==> config.mk <==
export PLATFORM = sky130hd
export DESIGN_NAME = led_channel_blink_controller
export DESIGN_NICKNAME = d
export VERILOG_FILES = /design/src/rtl/lcb_pkg.sv /design/src/rtl/led_channel_blink_controller.sv /design/src/rtl/lcb_chan.sv /design/src/rtl/lcb_core.sv
export SDC_FILE = /design/constraint.sdc
export NUM_CORES = 1
export LEC_CHECK = 0
export BUFFER_PORTS_ARGS = -buffer_cell sky130_fd_sc_hd__buf_2
export CAP_MARGIN = 20
export CELL_PAD_IN_SITES_DETAIL_PLACEMENT = 0
export CELL_PAD_IN_SITES_GLOBAL_PLACEMENT = 2
export CORE_ASPECT_RATIO = 1.75
export CORE_MARGIN = 3
export CORE_UTILIZATION = 40
export DETAILED_ROUTE_END_ITERATION = 16
export GPL_ROUTABILITY_DRIVEN = 0
export PLACE_DENSITY_LB_ADDON = 0.1
export SYNTH_ARGS = -nofsm -noshare
export SYNTH_HDL_FRONTEND = slang
export SYNTH_SLANG_ARGS = --single-unit
==> constraint.sdc <==
create_clock -name clk_i -period 7.2 [get_ports clk_i]
set_input_delay 1.8 -clock clk_i [delete_from_list [all_inputs] [get_ports clk_i]]
set_output_delay 1.8 -clock clk_i [all_outputs]
set_load 0.05 [all_outputs]
==> src/rtl/lcb_pkg.sv <==
// Shared types, codes and helpers for the LED channel blink controller.
`default_nettype none

package lcb_pkg;

  localparam int TIMER_BITS = 16;
  localparam int CfgW       = 16;
  localparam int NumChan    = 6;
  localparam int NumTimed   = 3;

  typedef logic [TIMER_BITS-1:0] timer_t;
  typedef logic [CfgW-1:0]       cfg_t;

  // input modes
  localparam logic [2:0] ModeNormal   = 3'd0;
  localparam logic [2:0] ModePriCmd   = 3'd1;
  localparam logic [2:0] ModeEnable   = 3'd2;
  localparam logic [2:0] ModePriority = 3'd3;
  localparam logic [2:0] ModeTick     = 3'd4;

  // targets
  localparam logic [2:0] TgtNone  = 3'd0;
  localparam logic [2:0] TgtAll   = 3'd1;
  localparam logic [2:0] TgtRed   = 3'd2;
  localparam logic [2:0] TgtGreen = 3'd3;
  localparam logic [2:0] TgtBlue  = 3'd4;
  localparam logic [2:0] TgtOut1  = 3'd5;
  localparam logic [2:0] TgtOut2  = 3'd6;
  localparam logic [2:0] TgtOut3  = 3'd7;

  // channel operations
  localparam logic [2:0] OpSet      = 3'd0;
  localparam logic [2:0] OpClear    = 3'd1;
  localparam logic [2:0] OpToggle   = 3'd2;
  localparam logic [2:0] OpBlink    = 3'd3;
  localparam logic [2:0] OpBlinking = 3'd4;

  // configuration register indexes
  localparam logic CfgBlinkMs    = 1'b0;
  localparam logic CfgBlinkingMs = 1'b1;

  localparam cfg_t BlinkMsRst    = CfgW'(500);
  localparam cfg_t BlinkingMsRst = CfgW'(300);

  localparam logic [32:0] TimerMaxW = (33'(1) << TIMER_BITS) - 33'(1);

  typedef struct packed {
    logic       cmd_en;
    logic [2:0] op;
    logic       tick_en;
    logic       timed;
  } chan_ctl_t;

  // Period register to timer load: zero loads one, too large saturates.
  function automatic timer_t load_timer(cfg_t v);
    logic [32:0] ext;
    ext = 33'(v);
    if (v == '0) begin
      return timer_t'(1);
    end else if (ext > TimerMaxW) begin
      return '1;
    end else begin
      return timer_t'(v);
    end
  endfunction

endpackage

`default_nettype wire

==> src/rtl/led_channel_blink_controller.sv <==
// Top level: stream ports, config registers, input and result registers.
`default_nettype none

// Takes one word per clock unless stalled and returns exactly one result word per
// input word, via the input register, then the result register once the output side
// is ready. Throughput is one word per cycle while the output side is ready, set by
// the single pass through the channel logic; a stalled result holds while one more
// word is taken into the input register. Each input word is a command, an enable or
// priority flag change, or a millisecond tick; the result carries all six output
// levels after that word and a refused bit. The user must write configuration through
// cfg_we_i/cfg_idx_i/cfg_data_i only while no word is in flight; this is not enforced.
module led_channel_blink_controller (
  input  logic                 clk_i,
  input  logic                 rst_ni,
  input  logic                 s_axis_tvalid_i,
  output logic                 s_axis_tready_o,
  input  logic [15:0]          s_axis_tdata_i,  // mode[2:0], target[5:3], op_code[8:6],
                                                // flag_value[9], zero[15:10]
  output logic                 m_axis_tvalid_o,
  input  logic                 m_axis_tready_i,
  output logic [7:0]           m_axis_tdata_o,  // led_levels[5:0], status[6], zero[7]
  input  logic                 cfg_we_i,
  input  logic                 cfg_idx_i,
  input  lcb_pkg::cfg_t        cfg_data_i
);
  import lcb_pkg::*;

  cfg_t       blink_ms_q, blinking_ms_q;
  logic       in_vld_q, out_vld_q;
  logic [2:0] mode_q, target_q, op_q;
  logic       flag_q;
  logic [6:0] res_q;
  logic [5:0] levels;
  logic       status;
  logic       s_fire, adv;

  assign adv             = in_vld_q & (~out_vld_q | m_axis_tready_i);
  assign s_axis_tready_o = ~in_vld_q | adv;
  assign s_fire          = s_axis_tvalid_i & s_axis_tready_o;
  assign m_axis_tvalid_o = out_vld_q;
  assign m_axis_tdata_o  = {1'b0, res_q};

  always_ff @(posedge clk_i or negedge rst_ni) begin
    if (!rst_ni) begin
      blink_ms_q    <= BlinkMsRst;
      blinking_ms_q <= BlinkingMsRst;
    end else if (cfg_we_i) begin
      case (cfg_idx_i)
        CfgBlinkMs:    blink_ms_q    <= cfg_data_i;
        CfgBlinkingMs: blinking_ms_q <= cfg_data_i;
        default:       blink_ms_q    <= blink_ms_q;
      endcase
    end
  end

  always_ff @(posedge clk_i or negedge rst_ni) begin
    if (!rst_ni) begin
      in_vld_q  <= 1'b0;
      out_vld_q <= 1'b0;
    end else begin
      if (s_fire) begin
        in_vld_q <= 1'b1;
      end else if (adv) begin
        in_vld_q <= 1'b0;
      end
      if (adv) begin
        out_vld_q <= 1'b1;
      end else if (m_axis_tready_i) begin
        out_vld_q <= 1'b0;
      end
    end
  end

  always_ff @(posedge clk_i) begin
    if (s_fire) begin
      mode_q   <= s_axis_tdata_i[2:0];
      target_q <= s_axis_tdata_i[5:3];
      op_q     <= s_axis_tdata_i[8:6];
      flag_q   <= s_axis_tdata_i[9];
    end
    if (adv) begin
      res_q <= {status, levels};
    end
  end

  lcb_core u_core (
    .clk_i        (clk_i),
    .rst_ni       (rst_ni),
    .adv_i        (adv),
    .mode_i       (mode_q),
    .target_i     (target_q),
    .op_code_i    (op_q),
    .flag_value_i (flag_q),
    .blink_ms_i   (blink_ms_q),
    .blinking_ms_i(blinking_ms_q),
    .led_levels_o (levels),
    .status_o     (status)
  );

endmodule

`default_nettype wire

==> src/rtl/lcb_chan.sv <==
// Next-state logic of one LED channel: command, tick and timer reload.
`default_nettype none

module lcb_chan (
  input  lcb_pkg::chan_ctl_t ctl_i,
  input  logic               level_i,
  input  logic [2:0]         op_i,
  input  lcb_pkg::timer_t    timer_i,
  input  lcb_pkg::timer_t    blink_load_i,
  input  lcb_pkg::timer_t    blinking_load_i,
  output logic               level_o,
  output logic [2:0]         op_o,
  output lcb_pkg::timer_t    timer_o
);
  import lcb_pkg::*;

  timer_t timer_dec;

  assign timer_dec = timer_i - timer_t'(1);

  always_comb begin
    level_o = level_i;
    op_o    = op_i;
    timer_o = timer_i;
    if (ctl_i.cmd_en) begin
      timer_o = '0;
      op_o    = ctl_i.op;
      case (ctl_i.op)
        OpSet: begin
          if (op_i != OpSet) level_o = 1'b1;
        end
        OpClear: begin
          if (op_i != OpClear) level_o = 1'b0;
        end
        OpToggle: begin
          level_o = ~level_i;
        end
        OpBlink: begin
          if (ctl_i.timed) begin
            level_o = 1'b1;
            timer_o = blink_load_i;
          end
        end
        default: begin
          if (ctl_i.timed) begin
            level_o = 1'b1;
            timer_o = blinking_load_i;
          end
        end
      endcase
    end else if (ctl_i.tick_en && ctl_i.timed && timer_i != '0) begin
      timer_o = timer_dec;
      if (timer_dec == '0) begin
        if (op_i == OpBlinking) begin
          level_o = ~level_i;
          timer_o = blinking_load_i;
        end else begin
          level_o = 1'b0;
          op_o    = OpClear;
        end
      end
    end
  end

endmodule

`default_nettype wire

==> src/rtl/lcb_core.sv <==
// Item decode, channel fan-out and channel state registers.
`default_nettype none

module lcb_core (
  input  logic                  clk_i,
  input  logic                  rst_ni,
  input  logic                  adv_i,
  input  logic [2:0]            mode_i,
  input  logic [2:0]            target_i,
  input  logic [2:0]            op_code_i,
  input  logic                  flag_value_i,
  input  lcb_pkg::cfg_t         blink_ms_i,
  input  lcb_pkg::cfg_t         blinking_ms_i,
  output logic [5:0]            led_levels_o,
  output logic                  status_o
);
  import lcb_pkg::*;

  logic [NumChan-1:0] level_q, level_d;
  logic [2:0]         op_q   [NumChan];
  logic [2:0]         op_d   [NumChan];
  timer_t             timer_q[NumTimed];
  timer_t             timer_d[NumChan];
  chan_ctl_t          ctl    [NumChan];
  logic               en_q, en_d, pri_q, pri_d;
  logic               cmd_go, dis, tick;
  logic [NumChan-1:0] sel;
  timer_t             blink_load, blinking_load;

  assign blink_load    = load_timer(blink_ms_i);
  assign blinking_load = load_timer(blinking_ms_i);

  always_comb begin
    status_o = 1'b0;
    cmd_go   = 1'b0;
    dis      = 1'b0;
    tick     = 1'b0;
    en_d     = en_q;
    pri_d    = pri_q;
    case (mode_i)
      ModeNormal, ModePriCmd: begin
        if (mode_i == ModeNormal && pri_q) begin
          status_o = 1'b1;
        end else if (!en_q && target_i inside {[TgtAll:TgtBlue]}) begin
          status_o = 1'b1;
        end else if (op_code_i > OpBlinking) begin
          status_o = 1'b1;
        end else begin
          cmd_go = 1'b1;
        end
      end
      ModeEnable: begin
        if (en_q != flag_value_i) begin
          dis  = ~flag_value_i;
          en_d = flag_value_i;
        end
      end
      ModePriority: pri_d = flag_value_i;
      ModeTick:     tick  = 1'b1;
      default:      status_o = 1'b1;
    endcase
  end

  always_comb begin
    case (target_i)
      TgtAll:   sel = 6'b000111;
      TgtRed:   sel = 6'b000001;
      TgtGreen: sel = 6'b000010;
      TgtBlue:  sel = 6'b000100;
      TgtOut1:  sel = 6'b001000;
      TgtOut2:  sel = 6'b010000;
      TgtOut3:  sel = 6'b100000;
      default:  sel = 6'b000000;
    endcase
  end

  for (genvar i = 0; i < NumChan; i++) begin : g_chan
    localparam bit Timed = (i < NumTimed);
    timer_t timer_cur;

    if (Timed) begin : g_timed
      assign timer_cur = timer_q[i];
    end else begin : g_plain
      assign timer_cur = '0;
    end

    assign ctl[i].cmd_en  = (cmd_go & sel[i]) | (dis & Timed);
    assign ctl[i].op      = dis ? OpClear : op_code_i;
    assign ctl[i].tick_en = tick;
    assign ctl[i].timed   = Timed;

    lcb_chan u_chan (
      .ctl_i          (ctl[i]),
      .level_i        (level_q[i]),
      .op_i           (op_q[i]),
      .timer_i        (timer_cur),
      .blink_load_i   (blink_load),
      .blinking_load_i(blinking_load),
      .level_o        (level_d[i]),
      .op_o           (op_d[i]),
      .timer_o        (timer_d[i])
    );
  end

  assign led_levels_o = level_d;

  always_ff @(posedge clk_i or negedge rst_ni) begin
    if (!rst_ni) begin
      level_q <= '0;
      en_q    <= 1'b1;
      pri_q   <= 1'b0;
      for (int i = 0; i < NumChan; i++) op_q[i] <= OpClear;
      for (int i = 0; i < NumTimed; i++) timer_q[i] <= '0;
    end else if (adv_i) begin
      level_q <= level_d;
      en_q    <= en_d;
      pri_q   <= pri_d;
      for (int i = 0; i < NumChan; i++) op_q[i] <= op_d[i];
      for (int i = 0; i < NumTimed; i++) timer_q[i] <= timer_d[i];
    end
  end

endmodule

`default_nettype wire

# Word-level counts from Yosys, hierarchy flattened
# Cells that the tools add are included.
[totals]
register_bits = 125
in_bits = 38
elab_cells = 201
[classes]
n_addsub = 3
order_cmp = 3
n_eq_ne = 27
muxes = 77
bitwise = 23
reduce_logical = 47
[ops]
columns = ["operator", "count"]
rows = [
  ["2-to-1 mux 16 bit", 14],
  ["zero test 16 bit", 5],
  ["nonzero test 16 bit", 3],
  ["subtractor 16 x 1 -> 16 bit, second input constant", 3],
  ["case mux 6 bit (7 select lines)", 1],
  ["2-to-1 mux 1 bit", 41],
  ["2-to-1 mux 3 bit", 13],
  ["case mux 16 bit (2 select lines)", 1],
  ["== test 3 bit, second input constant", 8],
  ["== test 3 x 2 -> 1 bit, second input constant", 6],
  ["inequality test 3 x 1 -> 1 bit, second input constant", 6],
  ["case mux 1 bit (3 select lines)", 6],
  ["AND reduction 2 bit", 9],
  ["nonzero test 3 bit", 6],
  ["nonzero test 2 bit", 8],
  ["AND reduction 4 bit", 3],
  ["NOT 1 bit", 10],
  ["== test 3 x 1 -> 1 bit, second input constant", 3],
  ["bitwise AND 1 bit", 8],
  ["logical AND 1 bit", 6],
  ["zero test 3 bit", 2],
  ["inequality test 2 x 1 -> 1 bit, second input constant", 3],
  ["OR reduction 3 bit", 2],
  ["OR 1 bit", 5],
  ["other kinds (8)", 8],
]

# Longest topological paths before layout
# Gate-level depths: netlist of run 1.
[logic_depth]
word_depth = 10
mapped_depth = 11

# Cells and area by module
# A second synthesis of run 1 with hierarchy kept.
[hier_totals]
hier_cells = 1496
hier_area_um2 = 12806.0
[by_module_without_submodules]
columns = ["module", "n_inst", "cells_per_inst", "area_per_inst_um2"]
rows = [
  ["lcb_chan at u_core.g_chan[0].u_chan ...", 3, 200, 1321.3],
  ["lcb_chan at u_core.g_chan[3].u_chan ...", 3, 190, 1278.7],
  ["lcb_core", 1, 230, 3135.5],
  ["led_channel_blink_controller", 1, 96, 1870.5],
]

# Worst setup path after synthesis of run 1
# OpenSTA, ideal clock, no wires.
[synth_path]
path_type = "input to output"
start = "input m_axis_tready_i"
end = "output s_axis_tready_o"
t_arrival_ps = 2283
required_ps = 5400
setup_slack_ps = 3117
cell_stages = 1
path_cell_list = "nand3b_1"
[synth_via]
elab_chain_len = 3
[synth_lines]
columns = ["element", "line", "text"]
rows = [
  ["start, declared", "led_channel_blink_controller.sv:20", "input logic m_axis_tready_i,"],
  ["OR 1 bit", "led_channel_blink_controller.sv:37", "assign adv = in_vld_q & (~out_vld_q | m_axis_tready_i);"],
  ["bitwise AND 1 bit", "led_channel_blink_controller.sv:37", ""],
  ["OR 1 bit", "led_channel_blink_controller.sv:38", "assign s_axis_tready_o = ~in_vld_q | adv;"],
  ["end, declared", "led_channel_blink_controller.sv:16", "output logic s_axis_tready_o,"],
]
# Every way passes these cells.

# Final worst setup path of run 1
# Same ends and word-level chain as after synthesis.

==> results of run 1 <==
[registers in the layout, indices dropped and copies added, names as in the netlist]
| signal | flops |
|---|---|
| blink_ms_q | 16 |
| blinking_ms_q | 16 |
| flag_q | 1 |
| in_vld_q | 1 |
| m_axis_tvalid_o | 1 |
| mode_q | 3 |
| op_q | 3 |
| res_q | 7 |
| target_q | 3 |
| u_core.en_q | 1 |
| u_core.g_chan.timer_cur | 48 |
| u_core.level_q | 6 |
| u_core.op_q | 18 |
| u_core.pri_q | 1 |
[layer usage]
metal	up-vias	GRT usage, %	share of wire, %
met5	-	0	0.027
met4	2	13.9	5.1
met3	59	3.99	4.0
met2	202	44.5	52
met1	3484	27.8	39
li1	3288	-	-
[final cells by class]
type | instances | area [um2] | share of cell area (%)
flip-flops and latches | 125 | 3230 | 36.6
clock buffers | 22 | 485 | 5.49
inverters | 18 | 67.6 | 0.765
clock inverters | 10 | 104 | 1.18
multi-input cells | 674 | 4330 | 49.0
repair buffers | 55 | 315 | 3.57
well taps | 241 | 302 | 3.41
[power groups by stage]
stage	clock network (mW)	registers (mW)	logic [mW]
after detailed placement	0	1.15	0.831
after floorplan	0	1.04	0.657
after CTS	0.876	1.14	0.836
after global placement	0	1.15	0.808
final	0.862	1.15	0.835
after global routing	0.907	1.17	0.925
[worst min-delay path, stage by stage (launching register included)]
cell and delay [ns]:
dfstp_2 0.38, inv_1 0.05, a21oi_1 0.05
[worst paths after layout]
kind                                                from                       endpoint  slack [ns]  cells past startpoint
max reg2reg                u_core.g_chan[2].timer_cur[0]  u_core.g_chan[2].timer_cur[0]        3.26                      9
min reg2reg                              u_core.op_q[12]                u_core.op_q[12]        0.48                      2
max in group asynchronous                         rst_ni  u_core.g_chan[2].timer_cur[2]        4.49                      2
max                                      m_axis_tready_i                s_axis_tready_o        3.09                      3
min in group asynchronous                         rst_ni                m_axis_tvalid_o        1.37                      1
min                                      u_core.op_q[12]                u_core.op_q[12]        0.48                      2
[kinds of logic after synthesis]
kind of cell / synth area share [%]
compound gates: 16.3
mux: 6.62
buf+inv: 3.95
simple gates: 27.0
other cells: 0.0479
xor+xnor: 3.15
fa+ha+maj: 1.60
flops: 41.3
[per-stage QoR]
step,hold WS (ns),power [mW],instances
2_1_floorplan,0.445,1.70,870
4_1_cts,0.480,2.85,1145
3_5_place_dp,0.471,1.98,1113
6_report,0.482,2.85,1145
3_3_place_gp,0.460,1.95,1113
5_1_grt,0.493,3.00,1145
[cell usage in the layout (no fill, tap or decap), types with 18 or more instances in the layout]
cell,count
o21ai_0,43
buf_2,39
dfrtp_1,91
nor2_1,115
inv_1,18
nor4_1,28
a21oi_1,39
a211oi_1,18
nor3_1,82
clkbuf_16,18
mux2_2,42
nand2_1,52
==> out/metrics.cfg, run 1 <==
[routing]
drt_first_pass_iters=5
drtAntennaViolNets=0
drt-initial-drc-count=497
routed_wirelength_um=26100
drc_errors=0
wl_per_cell_um=22.8
vias=7035
vias_per_cell=6.14

[grt]
grt_max_degree=65
grt_overflow=0
grt_pass1_wl_um=40400
antenna_found_initial=1
grt_pass1_vias=6973
grt_usage_pct=24.9

[floorplan]
coreArea_um2=19200
die_x_um=112
start_util_pct=40.8
die-area_um2=21400
die_h_um=191
rows=67
io_pins=48

[finish]
drive_gt1_share_pct=19.4
antennaDiodeCount=0
stdcell_area_um2=8830
fin_util_pct=46.0
area_growth_pct=12.8
fillers=1878
nNetsFinal=939

[pwr]
leakage_nw=3.34
power.internal_mw=1.76
power_frac_comb_pct=29.3
p_seq_share_pct=40.4
vdd_drop_max_mv=0.211
power_density_nw_per_um2=322
p_switching_mw=1.09
switching_share_pct=38.1
pwr-share-clk_pct=30.3

[placement]
post_dp_cell_area_um2=8250
hpwl_um=18400
dp_slack_ns=2.82
portBuffers=40

[timing]
fin_setup_tns_ns=0
rsz0062_at_grt=no
period_minus_slack_ns=4.11
hold_viol_final=0
setup_ws_ns=3.09
clock.fmax_mhz=244
clock_skew_ns=0.00787
min_period_over_period_pct=57.0
worst_pin_slew_ns=1.09
slew_headroom_pct=27.0
setup_viol=0
slew_violations=0

[synth]
syn_nets=918
yosys-top-cells-area=dfrtp_1 (29%), edfxtp_1 (6.5%), mux2_2 (6.0%)
avgSynthCellArea_um2=9.00
synth_seq_area_share_pct=41.3
synth-async-reset-ratio_pct=86.4
synth-main-ff-cell=dfrtp_1
synth_most_common_cell=nor2_1
synth_cells=870
synth_common_cells=nor2_1 (115), dfrtp_1 (91), nor3_1 (82)
synth_top_area_share_pct=29.1
synth_area_leader_cell=dfrtp_1
ys_ff_latch=125
synth_edf_count=17
netlist_area_um2=7830
ys_types=82
yosys_warnings=0

[clock_tree]
cts.repair.resized=0
cts_buffer_depth=2
clkLatencyLatePin_ns=0.43
path_clk_slew_ns=0.06
cts_tree=built
cts_hold_buf=0
h-tree-depth=4
cts_made_buffers=17
cts-root-buf=clkbuf_16
post_cts_buffers=0
cts_sinks=125

[setup_path]
path_max_fanout=3
path_common_cell=buf_2
cp-start-kind=input pin
critPathBufInv=2
cp-end-kind=primary output
crit_type=in -> out
slowest_delay_ns=0.23
cp_cell_sequence=buf_2, nand3b_1, buf_2
cpMaxStageDelayCell=buf_2
critPathTopFamily=buffers and inverters
arrival_ns=2.31
required_ns=5.40

[status]
status=complete, no violations

[flow_run]
cap_violations=0

[hold_path]
hp-class=reg -> reg

Note: power is estimated with default switching activity, not from simulation.
==> inputs of run 2 (changes only) <==
Settings changed: CORE_UTILIZATION 40 to 35.
Clock period 7.2 ns to 3.6 ns, I/O delays scaled along.
==> out/metrics.cfg, run 2 (synthesis gave the netlist of run 1 again) <==
[setup_path]
required_ns=3.85  ; -1.55 ns
path_common_cell=or4_4
cp-end-kind=register
cp_cell_sequence=or4_4, or4_4, or4b_4, xnor2_4, or4_4, or3_1, o311ai_1
slowest_delay_ns=0.58  ; +0.35 ns
crit_type=reg -> reg
path_max_fanout=5  ; +2
cp-start-kind=register
cpMaxStageDelayCell=or4_4
r2r_slack_ns=0.09  ; -3.17 ns
arrival_ns=3.76  ; +1.45 ns

[pwr]
power_density_nw_per_um2=632  ; +96%
leakage_nw=3.50  ; +4.8%
vdd_drop_max_mv=0.376  ; +78%

[timing]
rsz0062_at_grt=no
clock_skew_ns=0.00982  ; +0.00195 ns
period_minus_slack_ns=3.51
fin_setup_tns_ns=0  ; unchanged
worst_pin_slew_ns=1.05  ; -0.0380 ns
setup_viol=0  ; unchanged
hold_viol_final=0  ; unchanged
clock.fmax_mhz=285
slew_violations=0  ; unchanged
slew_headroom_pct=29.8  ; +2.8 points
min_period_over_period_pct=97.4

[finish]
nNetsFinal=971  ; +3.4%
area_growth_pct=16.7
stdcell_area_um2=9140  ; +3.4%
mostFrequentLayoutCell=nor2_1
drive_gt1_share_pct=22.3  ; +3.0 points
regArea_um2=3230  ; unchanged
largest_reg_flops=48  ; unchanged
fin_util_pct=42.0  ; -4.0 points
antennaDiodeCount=0  ; unchanged
fin_cells=1228  ; +7.2%
fillers=2187  ; +16%
final_cell_mix=nor2_1 (115), dfrtp_1 (91), nor3_1 (82)
multi_input_area_um2=4320  ; about the same

[routing]
drt_first_pass_iters=5  ; unchanged
drt-initial-drc-count=458  ; -7.8%
vias=7096  ; +0.87%
wl_per_cell_um=22.3  ; -1.8%
drc_errors=0  ; unchanged
vias_per_cell=5.78  ; -6.0%
routed_wirelength_um=27400  ; +5.3%
drtAntennaViolNets=0  ; unchanged

[floorplan]
io_pins=48  ; unchanged
die_h_um=204  ; +6.7%
start_util_pct=36.0  ; -4.8 points
die_x_um=119  ; +6.5%
coreArea_um2=21800  ; +13%
die-area_um2=24300  ; +14%
rows=71  ; +6.0%

[placement]
portBuffers=40  ; unchanged
hpwl_um=20000  ; +8.9%
placed_cells=1196  ; +7.5%
post_dp_cell_area_um2=8560  ; +3.8%

[clock_tree]
post_cts_buffers=0  ; unchanged
clkLatencyLatePin_ns=0.44  ; about the same
cts-root-buf=clkbuf_16
h-tree-depth=4  ; unchanged
path_clk_slew_ns=0.06  ; about the same
cts_sinks=125  ; unchanged
cts_hold_buf=0  ; unchanged
cts_buffer_depth=2  ; unchanged
cts_tree=built
cts_made_buffers=17  ; unchanged
cts.repair.resized=0  ; unchanged

[grt]
grt_usage_pct=23.0  ; -1.9 points
grt_pass1_vias=7140  ; +2.4%
antenna_found_initial=0  ; -1
grt_max_degree=64  ; -1.5%
grt_pass1_wl_um=42100  ; +4.2%
grt_overflow=0  ; unchanged

[flow_run]
cap_violations=0  ; unchanged

[hold_path]
hp-class=in -> async

[status]
status=complete, no violations

run 2: changes by cell type in the layout (fill, tap and decap cells not counted), sizes merged:
cell      delta
inv          +1
clkinvlp     +1
clkinv       -1
clkbuf       -1
buf         +32
run 2: layout make-up:
cell class | count | area share, %
inverter | 18 | 0.740
clock inverter | 11 | 1.15
tap | 292 | 4.00
multi-input combinational | 674 | 47.3
sequential | 125 | 35.4
clock buffer | 21 | 5.16
timing repair buffer | 87 | 6.22
run 2: final timing paths:
| kind | from | endpoint | depth (start not counted) |
|---|---|---|---|
| min in group clk_i | u_core.op_q[12] | u_core.op_q[12] | 2 |
| hold reg to reg | u_core.op_q[12] | u_core.op_q[12] | 2 |
| max in group asynchronous | rst_ni | u_core.op_q[6] | 2 |
| setup reg to reg | u_core.g_chan[2].timer_cur[10] | res_q[2] | 7 |
| setup / recovery | u_core.g_chan[2].timer_cur[10] | res_q[2] | 7 |
| hold / removal | rst_ni | u_core.g_chan[0].timer_cur[2] | 1 |
run 2: where the power goes:
group | internal [mW] | switching (mW) | leakage (nW) | total [mW]
Combinational | 0.789 | 1.03 | 1.79 | 1.81
Clock | 1.01 | 0.692 | 0.276 | 1.71
Sequential | 1.77 | 0.486 | 1.44 | 2.25
run 2: layer usage:
layer	wire length [um]	vias to the layer above	global-route usage, %
met5	0	-	0
met1	10600	3530	25.7
li1	-	3345	-
met3	1060	42	4.13
met2	14800	179	42.5
met4	957	0	9.66
run 2: critical path: cells and delay by family (launching register included):
kind                      cells  cell delay [ns]
and+or+nand+nor               5             2.53
AOI/OAI and AO/OA             1             0.24
xor gates and xnor gates      1             0.17
DFF                           1             0.38
run 2: per-stage QoR:
step           hold WS, ns  total power, mW  setup WS, ns
2_1_floorplan        0.445             3.40         0.174
3_3_place_gp         0.464             4.04         0.109
3_5_place_dp         0.468             4.07        0.0922
4_1_cts              0.477             5.82        0.0817
5_1_grt              0.489             6.10       0.00531
6_report             0.473             5.77        0.0944
==> inputs of run 3 (changes only) <==
Settings changed: PLACE_DENSITY set to 0.84, PLACE_DENSITY_LB_ADDON 0.1 to unset.
==> out/metrics.cfg, run 3 (synthesis gave the netlist of run 1 again) <==
[status]
status=complete, no violations

[floorplan]
die_h_um=204  ; unchanged
coreArea_um2=21800  ; unchanged
io_pins=48  ; unchanged
die-area_um2=24300  ; unchanged
start_util_pct=36.0  ; unchanged
die_x_um=119  ; unchanged
rows=71  ; unchanged

[routing]
vias_per_cell=5.76  ; -0.40%
drt_first_pass_iters=5  ; unchanged
drtAntennaViolNets=0  ; unchanged
wl_per_cell_um=21.1  ; -5.4%
drt-initial-drc-count=405  ; -12%
drc_errors=0  ; unchanged
vias=7033  ; -0.89%
routed_wirelength_um=25800  ; -5.8%

[setup_path]
critPathBufInv=0  ; unchanged
r2r_slack_ns=0.11  ; +0.02 ns
path_common_cell=or4_4
required_ns=3.85  ; about the same
crit_type=reg -> reg
arrival_ns=3.74  ; -0.02 ns
cp-end-kind=register
critPathTopFamily=simple AND/OR/NAND/NOR gates
path_max_fanout=5  ; unchanged
cp_cell_sequence=or4_4, or4_4, or4b_4, xnor2_4, or4_1, or3_1, o311ai_2
cpMaxStageDelayCell=or4_4
cp-start-kind=register
slowest_delay_ns=0.57  ; about the same

[hold_path]
hp-class=in -> async

[grt]
grt_pass1_wl_um=40100  ; -4.9%
grt_usage_pct=21.4  ; -1.6 points
antenna_found_initial=0  ; unchanged
grt_pass1_vias=6943  ; -2.8%
grt_overflow=0  ; unchanged
grt_max_degree=49  ; -23%

[timing]
hold_viol_final=0  ; unchanged
clock.fmax_mhz=287  ; +0.57%
min_period_over_period_pct=96.8  ; -0.55 points
worst_pin_slew_ns=0.815  ; -0.234 ns
slew_headroom_pct=45.0  ; +15 points
clock_skew_ns=0.00957  ; -0.000248 ns
setup_viol=0  ; unchanged
rsz0062_at_grt=yes
fin_setup_tns_ns=0  ; unchanged
slew_violations=0  ; unchanged
period_minus_slack_ns=3.49  ; -0.0199 ns

[pwr]
power_density_nw_per_um2=646  ; +2.1%
total_power_mw=5.92  ; +2.5%
leakage_nw=3.52  ; +0.40%
vdd_drop_max_mv=0.337  ; -10%

[clock_tree]
clkLatencyLatePin_ns=0.43  ; about the same
path_clk_slew_ns=0.06  ; about the same
cts_sinks=125  ; unchanged
cts_buffer_depth=2  ; unchanged
cts-root-buf=clkbuf_16
cts_hold_buf=0  ; unchanged
cts_made_buffers=17  ; unchanged
h-tree-depth=4  ; unchanged
cts_tree=built

[finish]
antennaDiodeCount=0  ; unchanged
largest_reg_flops=48  ; unchanged
fin_cells=1222  ; -0.49%
mostFrequentLayoutCell=nor2_1
area_growth_pct=17.1
fin_util_pct=42.1  ; +0.16 points
final_cell_mix=nor2_1 (115), dfrtp_1 (91), nor3_1 (82)
drive_gt1_share_pct=21.9  ; -0.39 points
nNetsFinal=965  ; -0.62%

[placement]
portBuffers=40  ; unchanged
placed_cells=1190  ; -0.50%
hpwl_um=19000  ; -5.1%

[flow_run]
cap_violations=0  ; unchanged

-- run 3: cell count changes in the layout (fill, tap and decap cells not counted), moves of 2 or more --
cell        delta
o311ai_2       +2
buf_4          -6
clkinvlp_4     -3
bufinv_16      +2
clkinv_4       +2
o311ai_1       -2
-- run 3: final timing paths --
kind / endpoint / startpoint / depth (start not counted)
worst max-delay path: res_q[2] / u_core.g_chan[2].timer_cur[10] / 7
worst min-delay path: u_core.level_q[0] / rst_ni / 1
worst max register to register: res_q[2] / u_core.g_chan[2].timer_cur[10] / 7
worst min register to register: u_core.op_q[12] / u_core.op_q[12] / 2
max in group asynchronous: u_core.en_q / rst_ni / 2
min in group clk_i: u_core.op_q[12] / u_core.op_q[12] / 2
-- run 3: per-layer routing --
metal	up-vias	track usage, %	routed length, um	part of all wire (%)
met3	62	3.46	988	3.8
li1	3327	-	-	-
met1	3454	24.2	9980	39
met5	-	0	0	0
met4	0	11.7	1300	5.0
met2	190	38.2	13600	52
-- run 3: timing repair --
action	in CTS	in global routing
endpoints found under the hold margin	0	0
resized for setup	0	2
buffers inserted	0	0
endpoints found under the setup margin	0	1
-- run 3: power breakdown --
part | leakage [nW] | internal, mW | switching, mW | total (mW)
registers | 1.44 | 1.77 | 0.500 | 2.27
clock network | 0.319 | 1.19 | 0.709 | 1.90
logic | 1.76 | 0.773 | 0.982 | 1.76
total | 3.52 | 3.73 | 2.19 | 5.92
-- run 3: area by class of cell --
type / count / area, um2
Timing Repair Buffer: 81 / 523
Inverter: 18 / 67.6
Clock inverter: 12 / 169
Tap cell: 292 / 365
Fill cell: 2202 / 12600
Sequential cell: 125 / 3230
Multi-Input combinational cell: 674 / 4330
Clock buffer: 20 / 479
-- run 3: stage by stage --
step	setup slack (ns)	area [um2]	hold slack, ns
after floorplan	0.174	7830	0.445
after global placement	0.161	8510	0.461
after detailed placement	0.0997	8510	0.461
after CTS	0.0853	9160	0.452
after global routing	-0.000138	9170	0.470
final	0.114	9170	0.436
